--- config.mk ---
export PLATFORM = sky130hd
export DESIGN_NAME = dashed_bresenham_line_stepper
export DESIGN_NICKNAME = d
export VERILOG_FILES = /design/src/hw/rtl/dbls_pkg.sv /design/src/hw/rtl/dashed_bresenham_line_stepper.sv /design/src/hw/rtl/dbls_front.sv /design/src/hw/rtl/dbls_dash.sv /design/src/hw/rtl/dbls_core.sv
export SDC_FILE = /design/constraint.sdc
export NUM_CORES = 1
export LEC_CHECK = 0
export ABC_AREA = 1
export ABC_CLOCK_PERIOD_IN_PS = 8600
export BUFFER_PORTS_ARGS = -buffer_cell sky130_fd_sc_hd__buf_2
export CAP_MARGIN = 20
export CORE_MARGIN = 5
export CORE_UTILIZATION = 40
export DETAILED_ROUTE_END_ITERATION = 16
export SYNTH_ARGS = -nofsm -noshare
export SYNTH_HDL_FRONTEND = slang
export SYNTH_SLANG_ARGS = --single-unit
export TNS_END_PERCENT = 30
--- constraint.sdc ---
create_clock -name clk -period 8.6 [get_ports clk]
set_input_delay 1.29 -clock clk [delete_from_list [all_inputs] [get_ports clk]]
set_output_delay 1.29 -clock clk [all_outputs]
set_load 0.02 [all_outputs]
--- src/hw/rtl/dbls_pkg.sv ---
// shared types and constants for the dashed line stepper
`timescale 1ns / 1ps
`default_nettype none

package dbls_pkg;

  localparam int COORD_BITS    = 12;
  localparam int DEC_BITS      = COORD_BITS + 3;
  localparam int DASH_CFG_BITS = 9;
  localparam int DASH_CNT_BITS = 8;

  localparam logic [DASH_CFG_BITS-1:0] DASH_PERIOD_RST = 9'd40;
  localparam logic [DASH_CFG_BITS-1:0] DASH_ON_RST     = 9'd20;

  typedef enum logic {
    OP_START = 1'b0,
    OP_STEP  = 1'b1
  } dbls_op_t;

  typedef enum logic {
    CFG_DASH_PERIOD    = 1'b0,
    CFG_DASH_ON_LENGTH = 1'b1
  } dbls_cfg_idx_t;

  typedef struct packed {
    dbls_op_t                      op;
    logic signed [COORD_BITS-1:0]  x_start;
    logic signed [COORD_BITS-1:0]  y_start;
    logic signed [COORD_BITS-1:0]  x_end;
    logic signed [COORD_BITS-1:0]  y_end;
  } dbls_cmd_t;

  typedef struct packed {
    logic signed [COORD_BITS-1:0]  px;
    logic signed [COORD_BITS-1:0]  py;
    logic                          visible;
    logic                          last_point;
    logic                          point_valid;
  } dbls_point_t;

  // command after the first stage: absolute deltas and step directions
  typedef struct packed {
    dbls_op_t                      op;
    logic signed [COORD_BITS-1:0]  x0;
    logic signed [COORD_BITS-1:0]  y0;
    logic [COORD_BITS-1:0]         adx;
    logic [COORD_BITS-1:0]         ady;
    logic                          xneg;
    logic                          yneg;
  } dbls_prep_t;

endpackage

`default_nettype wire

--- src/hw/rtl/dashed_bresenham_line_stepper.sv ---
// Dashed line stepper. Commands come in on cmd (valid/ready): a start
// command loads two endpoints and gives the first point, a step command
// gives the next point of the line. Every command gives exactly one
// result on pt (valid/ready); a step with no line in progress gives a
// result with point_valid low and all other fields zero. A start command
// drops any line in progress.
// Two register stages (delta stage, stepping stage) lie between a command
// and its result on pt. Throughput is one command per cycle while
// the receiver takes every result; the line state loops back
// through the stepping stage.
// When the receiver stalls, the result register holds its point and the
// delta stage holds the next command; cmd_ready drops in the same cycle
// once both are full, and an empty delta stage takes one more command.
// The dash counter runs on across lines; its period and on-length are
// written over the cfg port (index 0 period, index 1 on-length), by the
// user only while the block is idle; the block does not enforce it. Reset
// clears the line state and dash counter, sets period 40, on-length 20.
`timescale 1ns / 1ps
`default_nettype none

module dashed_bresenham_line_stepper
  import dbls_pkg::*;
(
  input  wire logic                     clk,
  input  wire logic                     rst,
  input  wire logic                     cmd_valid,
  output logic                          cmd_ready,
  input  wire dbls_cmd_t                cmd,
  output logic                          pt_valid,
  input  wire logic                     pt_ready,
  output dbls_point_t                   pt,
  input  wire logic                     cfg_we,
  input  wire dbls_cfg_idx_t            cfg_index,
  input  wire logic [DASH_CFG_BITS-1:0] cfg_data
);

  logic       prep_valid;
  logic       prep_ready;
  dbls_prep_t prep;
  logic       dash_adv;
  logic       dash_visible;

  dbls_front u_front (
    .clk        (clk),
    .rst        (rst),
    .cmd_valid  (cmd_valid),
    .cmd_ready  (cmd_ready),
    .cmd        (cmd),
    .prep_valid (prep_valid),
    .prep_ready (prep_ready),
    .prep       (prep)
  );

  dbls_dash u_dash (
    .clk       (clk),
    .rst       (rst),
    .cfg_we    (cfg_we),
    .cfg_index (cfg_index),
    .cfg_data  (cfg_data),
    .adv       (dash_adv),
    .visible   (dash_visible)
  );

  dbls_core u_core (
    .clk          (clk),
    .rst          (rst),
    .prep_valid   (prep_valid),
    .prep_ready   (prep_ready),
    .prep         (prep),
    .dash_adv     (dash_adv),
    .dash_visible (dash_visible),
    .pt_valid     (pt_valid),
    .pt_ready     (pt_ready),
    .pt           (pt)
  );

endmodule

`default_nettype wire

--- src/hw/rtl/dbls_front.sv ---
// input stage: registers the command with absolute deltas and step signs
`timescale 1ns / 1ps
`default_nettype none

module dbls_front
  import dbls_pkg::*;
(
  input  wire logic       clk,
  input  wire logic       rst,
  input  wire logic       cmd_valid,
  output logic            cmd_ready,
  input  wire dbls_cmd_t  cmd,
  output logic            prep_valid,
  input  wire logic       prep_ready,
  output dbls_prep_t      prep
);

  logic signed [COORD_BITS:0] dx_fwd;
  logic signed [COORD_BITS:0] dx_rev;
  logic signed [COORD_BITS:0] dy_fwd;
  logic signed [COORD_BITS:0] dy_rev;
  logic                       xneg;
  logic                       yneg;
  dbls_prep_t                 prep_next;

  // both directions in parallel, pick by sign
  assign dx_fwd = {cmd.x_end[COORD_BITS-1], cmd.x_end} -
                  {cmd.x_start[COORD_BITS-1], cmd.x_start};
  assign dx_rev = {cmd.x_start[COORD_BITS-1], cmd.x_start} -
                  {cmd.x_end[COORD_BITS-1], cmd.x_end};
  assign dy_fwd = {cmd.y_end[COORD_BITS-1], cmd.y_end} -
                  {cmd.y_start[COORD_BITS-1], cmd.y_start};
  assign dy_rev = {cmd.y_start[COORD_BITS-1], cmd.y_start} -
                  {cmd.y_end[COORD_BITS-1], cmd.y_end};

  assign xneg = dx_fwd[COORD_BITS];
  assign yneg = dy_fwd[COORD_BITS];

  always_comb begin
    prep_next.op   = cmd.op;
    prep_next.x0   = cmd.x_start;
    prep_next.y0   = cmd.y_start;
    prep_next.adx  = xneg ? dx_rev[COORD_BITS-1:0] : dx_fwd[COORD_BITS-1:0];
    prep_next.ady  = yneg ? dy_rev[COORD_BITS-1:0] : dy_fwd[COORD_BITS-1:0];
    prep_next.xneg = xneg;
    prep_next.yneg = yneg;
  end

  assign cmd_ready = !prep_valid || prep_ready;

  always_ff @(posedge clk) begin
    if (rst) begin
      prep_valid <= 1'b0;
    end else if (cmd_valid && cmd_ready) begin
      prep_valid <= 1'b1;
    end else if (prep_ready) begin
      prep_valid <= 1'b0;
    end
  end

  always_ff @(posedge clk) begin
    if (cmd_valid && cmd_ready) begin
      prep <= prep_next;
    end
  end

endmodule

`default_nettype wire

--- src/hw/rtl/dbls_dash.sv ---
// dash pattern registers and the running dash counter
`timescale 1ns / 1ps
`default_nettype none

module dbls_dash
  import dbls_pkg::*;
(
  input  wire logic                     clk,
  input  wire logic                     rst,
  input  wire logic                     cfg_we,
  input  wire dbls_cfg_idx_t            cfg_index,
  input  wire logic [DASH_CFG_BITS-1:0] cfg_data,
  input  wire logic                     adv,
  output logic                          visible
);

  logic [DASH_CFG_BITS-1:0] dash_period;
  logic [DASH_CFG_BITS-1:0] dash_on_length;
  logic [DASH_CNT_BITS-1:0] dash_count;
  logic [DASH_CNT_BITS-1:0] dash_count_next;
  logic [DASH_CNT_BITS-1:0] limit;

  // period of zero wraps at zero, anything from 256 up wraps at 255
  always_comb begin
    if (dash_period == '0) begin
      limit = '0;
    end else if (dash_period[DASH_CFG_BITS-1]) begin
      limit = '1;
    end else begin
      limit = dash_period[DASH_CNT_BITS-1:0] - DASH_CNT_BITS'(1);
    end
    dash_count_next = (dash_count == limit) ? '0 : dash_count + DASH_CNT_BITS'(1);
    visible = {1'b0, dash_count_next} < dash_on_length;
  end

  always_ff @(posedge clk) begin
    if (rst) begin
      dash_period    <= DASH_PERIOD_RST;
      dash_on_length <= DASH_ON_RST;
    end else if (cfg_we) begin
      unique case (cfg_index)
        CFG_DASH_PERIOD:    dash_period    <= cfg_data;
        CFG_DASH_ON_LENGTH: dash_on_length <= cfg_data;
        default: ;
      endcase
    end
  end

  always_ff @(posedge clk) begin
    if (rst) begin
      dash_count <= '0;
    end else if (adv) begin
      dash_count <= dash_count_next;
    end
  end

endmodule

`default_nettype wire

--- src/hw/rtl/dbls_core.sv ---
// line state, stepping logic and the result register
`timescale 1ns / 1ps
`default_nettype none

module dbls_core
  import dbls_pkg::*;
(
  input  wire logic        clk,
  input  wire logic        rst,
  input  wire logic        prep_valid,
  output logic             prep_ready,
  input  wire dbls_prep_t  prep,
  output logic             dash_adv,
  input  wire logic        dash_visible,
  output logic             pt_valid,
  input  wire logic        pt_ready,
  output dbls_point_t      pt
);

  logic signed [COORD_BITS-1:0] cur_x;
  logic signed [COORD_BITS-1:0] cur_y;
  logic signed [DEC_BITS-1:0]   decision;
  logic [COORD_BITS-1:0]        delta_major;
  logic [COORD_BITS-1:0]        delta_minor;
  logic [COORD_BITS-1:0]        steps_left;
  logic                         xneg;
  logic                         yneg;
  logic                         xmaj;
  logic                         line_active;

  logic                         take;
  logic                         is_start;

  // start path
  logic                         s_xmaj;
  logic [COORD_BITS-1:0]        s_dmaj;
  logic [COORD_BITS-1:0]        s_dmin;
  logic signed [DEC_BITS-1:0]   s_dec;

  // step path
  logic                         dec_pos;
  logic [COORD_BITS-1:0]        x_inc;
  logic [COORD_BITS-1:0]        y_inc;
  logic signed [COORD_BITS-1:0] k_x;
  logic signed [COORD_BITS-1:0] k_y;
  logic signed [DEC_BITS-1:0]   k_adj;
  logic signed [DEC_BITS-1:0]   k_dec;
  logic [COORD_BITS-1:0]        k_steps;

  dbls_point_t                  pt_next;

  assign prep_ready = !pt_valid || pt_ready;
  assign take       = prep_valid && prep_ready;
  assign is_start   = (prep.op == OP_START);

  // y is the major axis on a tie
  always_comb begin
    s_xmaj = prep.adx > prep.ady;
    s_dmaj = s_xmaj ? prep.adx : prep.ady;
    s_dmin = s_xmaj ? prep.ady : prep.adx;
    s_dec  = $signed({2'b00, s_dmin, 1'b0}) - $signed({3'b000, s_dmaj});
  end

  always_comb begin
    dec_pos = !decision[DEC_BITS-1] && (decision != '0);
    x_inc   = xneg ? '1 : COORD_BITS'(1);
    y_inc   = yneg ? '1 : COORD_BITS'(1);
    k_x     = (xmaj || dec_pos) ? cur_x + $signed(x_inc) : cur_x;
    k_y     = (!xmaj || dec_pos) ? cur_y + $signed(y_inc) : cur_y;
    k_adj   = dec_pos ? $signed({2'b00, delta_minor, 1'b0}) - $signed({2'b00, delta_major, 1'b0})
                      : $signed({2'b00, delta_minor, 1'b0});
    k_dec   = decision + k_adj;
    k_steps = steps_left - COORD_BITS'(1);
  end

  assign dash_adv = take && (is_start || line_active);

  always_comb begin
    if (is_start) begin
      pt_next.px          = prep.x0;
      pt_next.py          = prep.y0;
      pt_next.visible     = dash_visible;
      pt_next.last_point  = (s_dmaj == '0);
      pt_next.point_valid = 1'b1;
    end else if (line_active) begin
      pt_next.px          = k_x;
      pt_next.py          = k_y;
      pt_next.visible     = dash_visible;
      pt_next.last_point  = (k_steps == '0);
      pt_next.point_valid = 1'b1;
    end else begin
      pt_next = '0;
    end
  end

  always_ff @(posedge clk) begin
    if (rst) begin
      cur_x       <= '0;
      cur_y       <= '0;
      decision    <= '0;
      delta_major <= '0;
      delta_minor <= '0;
      steps_left  <= '0;
      xneg        <= 1'b0;
      yneg        <= 1'b0;
      xmaj        <= 1'b0;
      line_active <= 1'b0;
    end else if (take) begin
      if (is_start) begin
        cur_x       <= prep.x0;
        cur_y       <= prep.y0;
        decision    <= s_dec;
        delta_major <= s_dmaj;
        delta_minor <= s_dmin;
        steps_left  <= s_dmaj;
        xneg        <= prep.xneg;
        yneg        <= prep.yneg;
        xmaj        <= s_xmaj;
        line_active <= (s_dmaj != '0);
      end else if (line_active) begin
        cur_x       <= k_x;
        cur_y       <= k_y;
        decision    <= k_dec;
        steps_left  <= k_steps;
        line_active <= (k_steps != '0);
      end
    end
  end

  always_ff @(posedge clk) begin
    if (rst) begin
      pt_valid <= 1'b0;
    end else if (take) begin
      pt_valid <= 1'b1;
    end else if (pt_ready) begin
      pt_valid <= 1'b0;
    end
  end

  always_ff @(posedge clk) begin
    if (take) begin
      pt <= pt_next;
    end
  end

`ifndef SYNTHESIS
  a_active_has_steps: assert property (@(posedge clk) disable iff (rst)
    line_active |-> steps_left != '0)
    else $error("active line with no steps left");

  a_idle_step_invalid: assert property (@(posedge clk) disable iff (rst)
    take && !is_start && !line_active |=> pt_valid && !pt.point_valid)
    else $error("step without a line gave a valid point");

  a_start_first_point: assert property (@(posedge clk) disable iff (rst)
    take && is_start |=> pt_valid && pt.point_valid &&
      pt.px == $past(prep.x0) && pt.py == $past(prep.y0))
    else $error("start did not emit its first endpoint");

  a_invalid_point_clear: assert property (@(posedge clk) disable iff (rst)
    pt_valid && !pt.point_valid |-> !pt.visible && !pt.last_point)
    else $error("invalid point carries flags");
`endif

endmodule

`default_nettype wire
==> metrics.log <==
INFO  metric status = completed
INFO  metric die_width = about 200 um
INFO  metric cp.arrival = 4.16 ns
INFO  metric number_of_cells_on_the_critical_path = 19
INFO  metric drt_pre_antenna_iters = 5
INFO  metric grt_remaining_overflow = 0
INFO  metric slowest_delay = around 0.52 ns
INFO  metric clock_tree.buffer_depth = 2
INFO  metric floorplan.initialDensity = 0.404
INFO  metric track_usage = 0.191
INFO  metric power_density = roughly 210 nW/um2
INFO  metric hold_ws = ~0.47 ns
INFO  metric final_min_period_over_clock_period = 0.438
INFO  metric reg2reg_slack = 4.83 ns
INFO  metric worstSetupEndpoint = u_core.decision[6]$_SDFFE_PP0P_
INFO  metric number_of_global_route_vias_before_repair = 11800
INFO  metric yosys.cell_types.count = 51
INFO  metric start_kind = register
INFO  metric wirelength = 37100 um
INFO  metric route.layer.met1.wl = roughly 18000 um
INFO  metric power.ir.vdd_worst = ~0.00018 V
INFO  metric dieArea = 38700 um2
INFO  metric layout_cell_share_with_drive_strength_beyond_1 = 0.0965
INFO  metric grt_setup_unrepaired = false
INFO  metric cts_root_buffer_type = clkbuf_16
INFO  metric drv_slew = 0
INFO  metric layout_overhead_on_the_synthesized_area = 9.84%
INFO  metric worst_path_dominant_cell_family = simple AND/OR/NAND/NOR gates
INFO  metric timing.critical_path.slowest_stage_cell = o21ai_0
INFO  metric port_buffers = 92
INFO  metric syn_avg_cell_area = ~7.3 um2
INFO  metric path_class = reg -> reg
INFO  metric p_leak = around 7.6 nW
INFO  metric wl_met3 = between 1500 and 2000 um
INFO  metric cts-hold-fix-buffers = 0
INFO  metric r2r_end = u_core.decision[6]$_SDFFE_PP0P_
INFO  metric hp-class = reg -> reg
INFO  metric num_vias = 12500
INFO  metric drv.max_cap_violation_count = 0
INFO  metric worst_path_buffer_plus_inverter_count = 4
INFO  metric setup.worst_path.end_class = register
INFO  metric post-route-min-period = 3.77 ns
INFO  metric synth.yosys.warnings = 0
INFO  metric r2r_cells = 19
INFO  metric timing.final.hold_violations = 0
INFO  metric postSynthRegisterBits = around 190
INFO  metric clock_transition_at_the_register_clock_pins_on_the_worst_setup_and_hold_paths_after_cts = about 0.070 ns
INFO  metric layout.cell_area.non_filler = 15300 um2
INFO  metric grt_antenna_before_repair = 0
INFO  metric top_layer_used = met4
INFO  metric clock_tree_from_tritoncts = done
INFO  metric setup_violations = 0
INFO  metric syn_area = approximately 14000 um2
INFO  metric tightest_slew = around 0.94 ns
INFO  metric chipHeight = ~200 um
INFO  metric worst_setup_path_startpoint = u_front.prep[21]$_DFFE_PP_
INFO  metric grt_pass1_wl = 60300 um
INFO  metric skew = 0.0123 ns
INFO  metric cts_resized = 0
INFO  metric finalNetCount = 2165
INFO  metric fin_setup_tns = 0 ns
INFO  metric detailedPlacementHpwl = 27600 um
INFO  metric ios = 93
INFO  metric clk-insertion-delay-late = 0.45 ns
INFO  metric avgRoutedWirePerCell = 15.2 um
INFO  metric post_place_instance_area = 14700 um2
INFO  metric worst-endpoint-required = 8.99 ns
INFO  metric clock_buffer_count_from_cts = 17
INFO  metric synthesis.nets = 2109
INFO  metric gpl.final_weighted_congestion = 0.913
INFO  metric final_cell_mix = nand2_1, inv_1, a21oi_1, o21ai_0, ha_1
INFO  metric drt.antenna.violating_nets = 0
INFO  metric rows = about 70
INFO  metric met2_length = 16500 um
INFO  metric post_synth_inst_count = roughly 1900
INFO  metric ys_seq_area_frac = 0.322
INFO  metric cts.sink_count = 185
INFO  metric max-slew-margin-rel = 0.375
INFO  metric routed_via_density = 5.15
INFO  metric drt_drc_violations_left = 0
INFO  metric post_cts_buffers = 0
INFO  metric cp_cell_sequence = ha_1 > nand4_1 > nor2_1 > nand2_1 > nand3_2 > nand2_4 > o21ai_0 > inv_1 > fa_1 > inv_1 > nand3_1 > nand2_1 > inv_1 > o21ai_0 > xor2_1 > nand2_1 > nand3_1 > o211ai_1 > inv_1
INFO  metric total_power = 0.00316 W
INFO  metric fp.coreArea = about 34000 um2
INFO  metric path_common_cell = inv_1
INFO  metric fmax = 0.265 GHz
INFO  metric antenna_cells = 0
INFO  metric htree_levels = 4
INFO  metric crit_path_max_fanout = 50
INFO  metric grt_start_max_net_pins = 91
INFO  metric final_common_cell = nand2_1
INFO  metric timing.rr.start = u_front.prep[21]$_DFFE_PP_
INFO  metric detailedRoute.firstIterationViolations = 917
[synth_stat cells, drive strengths merged]
cell type    n  area share
o21bai      22       0.012
o31ai        1     0.00054
a221oi       5      0.0031
nand3      109       0.040
edfxtp      78        0.17
xnor2       12      0.0075
buf         18      0.0095
ha         126        0.11
nand3b       7      0.0038
and2         1     0.00045
a21boi       2      0.0013
o2111ai      1     0.00063
nand2      407        0.11
a21oi      186       0.067
o221ai       2      0.0013
xor2        54       0.035
fa           9       0.013
o21ai      177       0.067
inv        322       0.087
a31oi       11      0.0049
a21o         9      0.0048
nor2        94       0.026
nand4       14      0.0072
o22ai        1     0.00045
nor3        17      0.0068
o211ai      41       0.022
nor4         3      0.0013
clkbuf      45       0.012
a211oi       5      0.0027
mux2i        3      0.0022
or2          7      0.0031
o311ai       2      0.0013
dfxtp      107        0.15
o21a        12      0.0065
[routing by layer]
metal | vias to the layer above | track usage
met4 | 0 | 0.0452
met3 | 29 | 0.0256
met2 | 302 | 0.307
met5 | - | 0
li1 | 6436 | -
met1 | 5780 | 0.274
[cell families after synthesis]
kind of cell	count (synthesis)	synth area share
adder cells (fa/ha/maj)	135	0.126
multiplexers	3	0.00216
flip-flops	185	0.322
AO/OA/AOI/OAI	477	0.197
buffers and inverters	385	0.109
XOR/XNOR	66	0.0426
AND/OR/NAND/NOR	659	0.202
[sequential cells by signal, summed over array words and instances (netlist names)]
register / count
u_core.delta_minor: 12
u_core.cur_y: 12
u_front.prep_valid: 1
u_core.xneg: 1
u_front.prep: 51
u_core.decision: 15
u_core.steps_left: 12
u_core.pt_valid: 1
u_dash.dash_on_length: 9
u_core.xmaj: 1
u_core.cur_x: 12
u_core.line_active: 1
u_dash.dash_period: 9
u_dash.dash_count: 8
u_core.delta_major: 12
u_core.yneg: 1
u_core.pt: 27
[power breakdown]
| group | switching [W] | total (W) | internal (W) |
|---|---|---|---|
| sequential | 0.0000485 | 0.00105 | 0.000999 |
| clock | 0.000353 | 0.000783 | 0.000429 |
| combinational | 0.000886 | 0.00133 | 0.000441 |
| total | 0.00129 | 0.00316 | 0.00187 |
[tightest hold or removal path: stages, from the launching register on]
cell and delay (ns):
dfxtp_1 0.31, nand2_1 0.06, a21oi_1 0.06
[how the worst min path moves through the flow]
stage / startpoint / endpoint / slack [ns] / cells after the start
5_1_grt: u_core.steps_left[3]$_SDFFE_PP0P_ / u_core.steps_left[3]$_SDFFE_PP0P_ / 0.50 / 2
2_1_floorplan: u_dash.dash_on_length[1]$_SDFFE_PP0P_ / u_dash.dash_on_length[1]$_SDFFE_PP0P_ / 0.43 / 2
6_report: u_core.steps_left[1]$_SDFFE_PP0P_ / u_core.steps_left[1]$_SDFFE_PP0P_ / 0.47 / 2
3_3_place_gp: u_core.steps_left[1]$_SDFFE_PP0P_ / u_core.steps_left[1]$_SDFFE_PP0P_ / 0.46 / 2
3_5_place_dp: u_core.steps_left[1]$_SDFFE_PP0P_ / u_core.steps_left[1]$_SDFFE_PP0P_ / 0.46 / 2
4_1_cts: u_core.steps_left[1]$_SDFFE_PP0P_ / u_core.steps_left[1]$_SDFFE_PP0P_ / 0.47 / 2
[per-stage QoR]
| stage | utilization | setup WS, ns | instances |
|---|---|---|---|
| 6_report | 0.444 | 4.83 | 2434 |
| 2_1_floorplan | - | 5.48 | 1910 |
| 4_1_cts | 0.444 | 4.88 | 2434 |
| 3_5_place_dp | 0.427 | 4.84 | 2402 |
| 5_1_grt | 0.444 | 4.54 | 2434 |
| 3_3_place_gp | 0.427 | 4.89 | 2402 |
[cell type report]
class                   instances  area, um2
clock inverters                 8       56.3
flip-flops and latches        185       4480
fillers                      3561      19200
multi-input cells            1340       7940
repair buffers                100        520
clock buffers                  24        524
inverters                     322       1210
well taps                     455        569
Power figures use the tool's default switching activity.
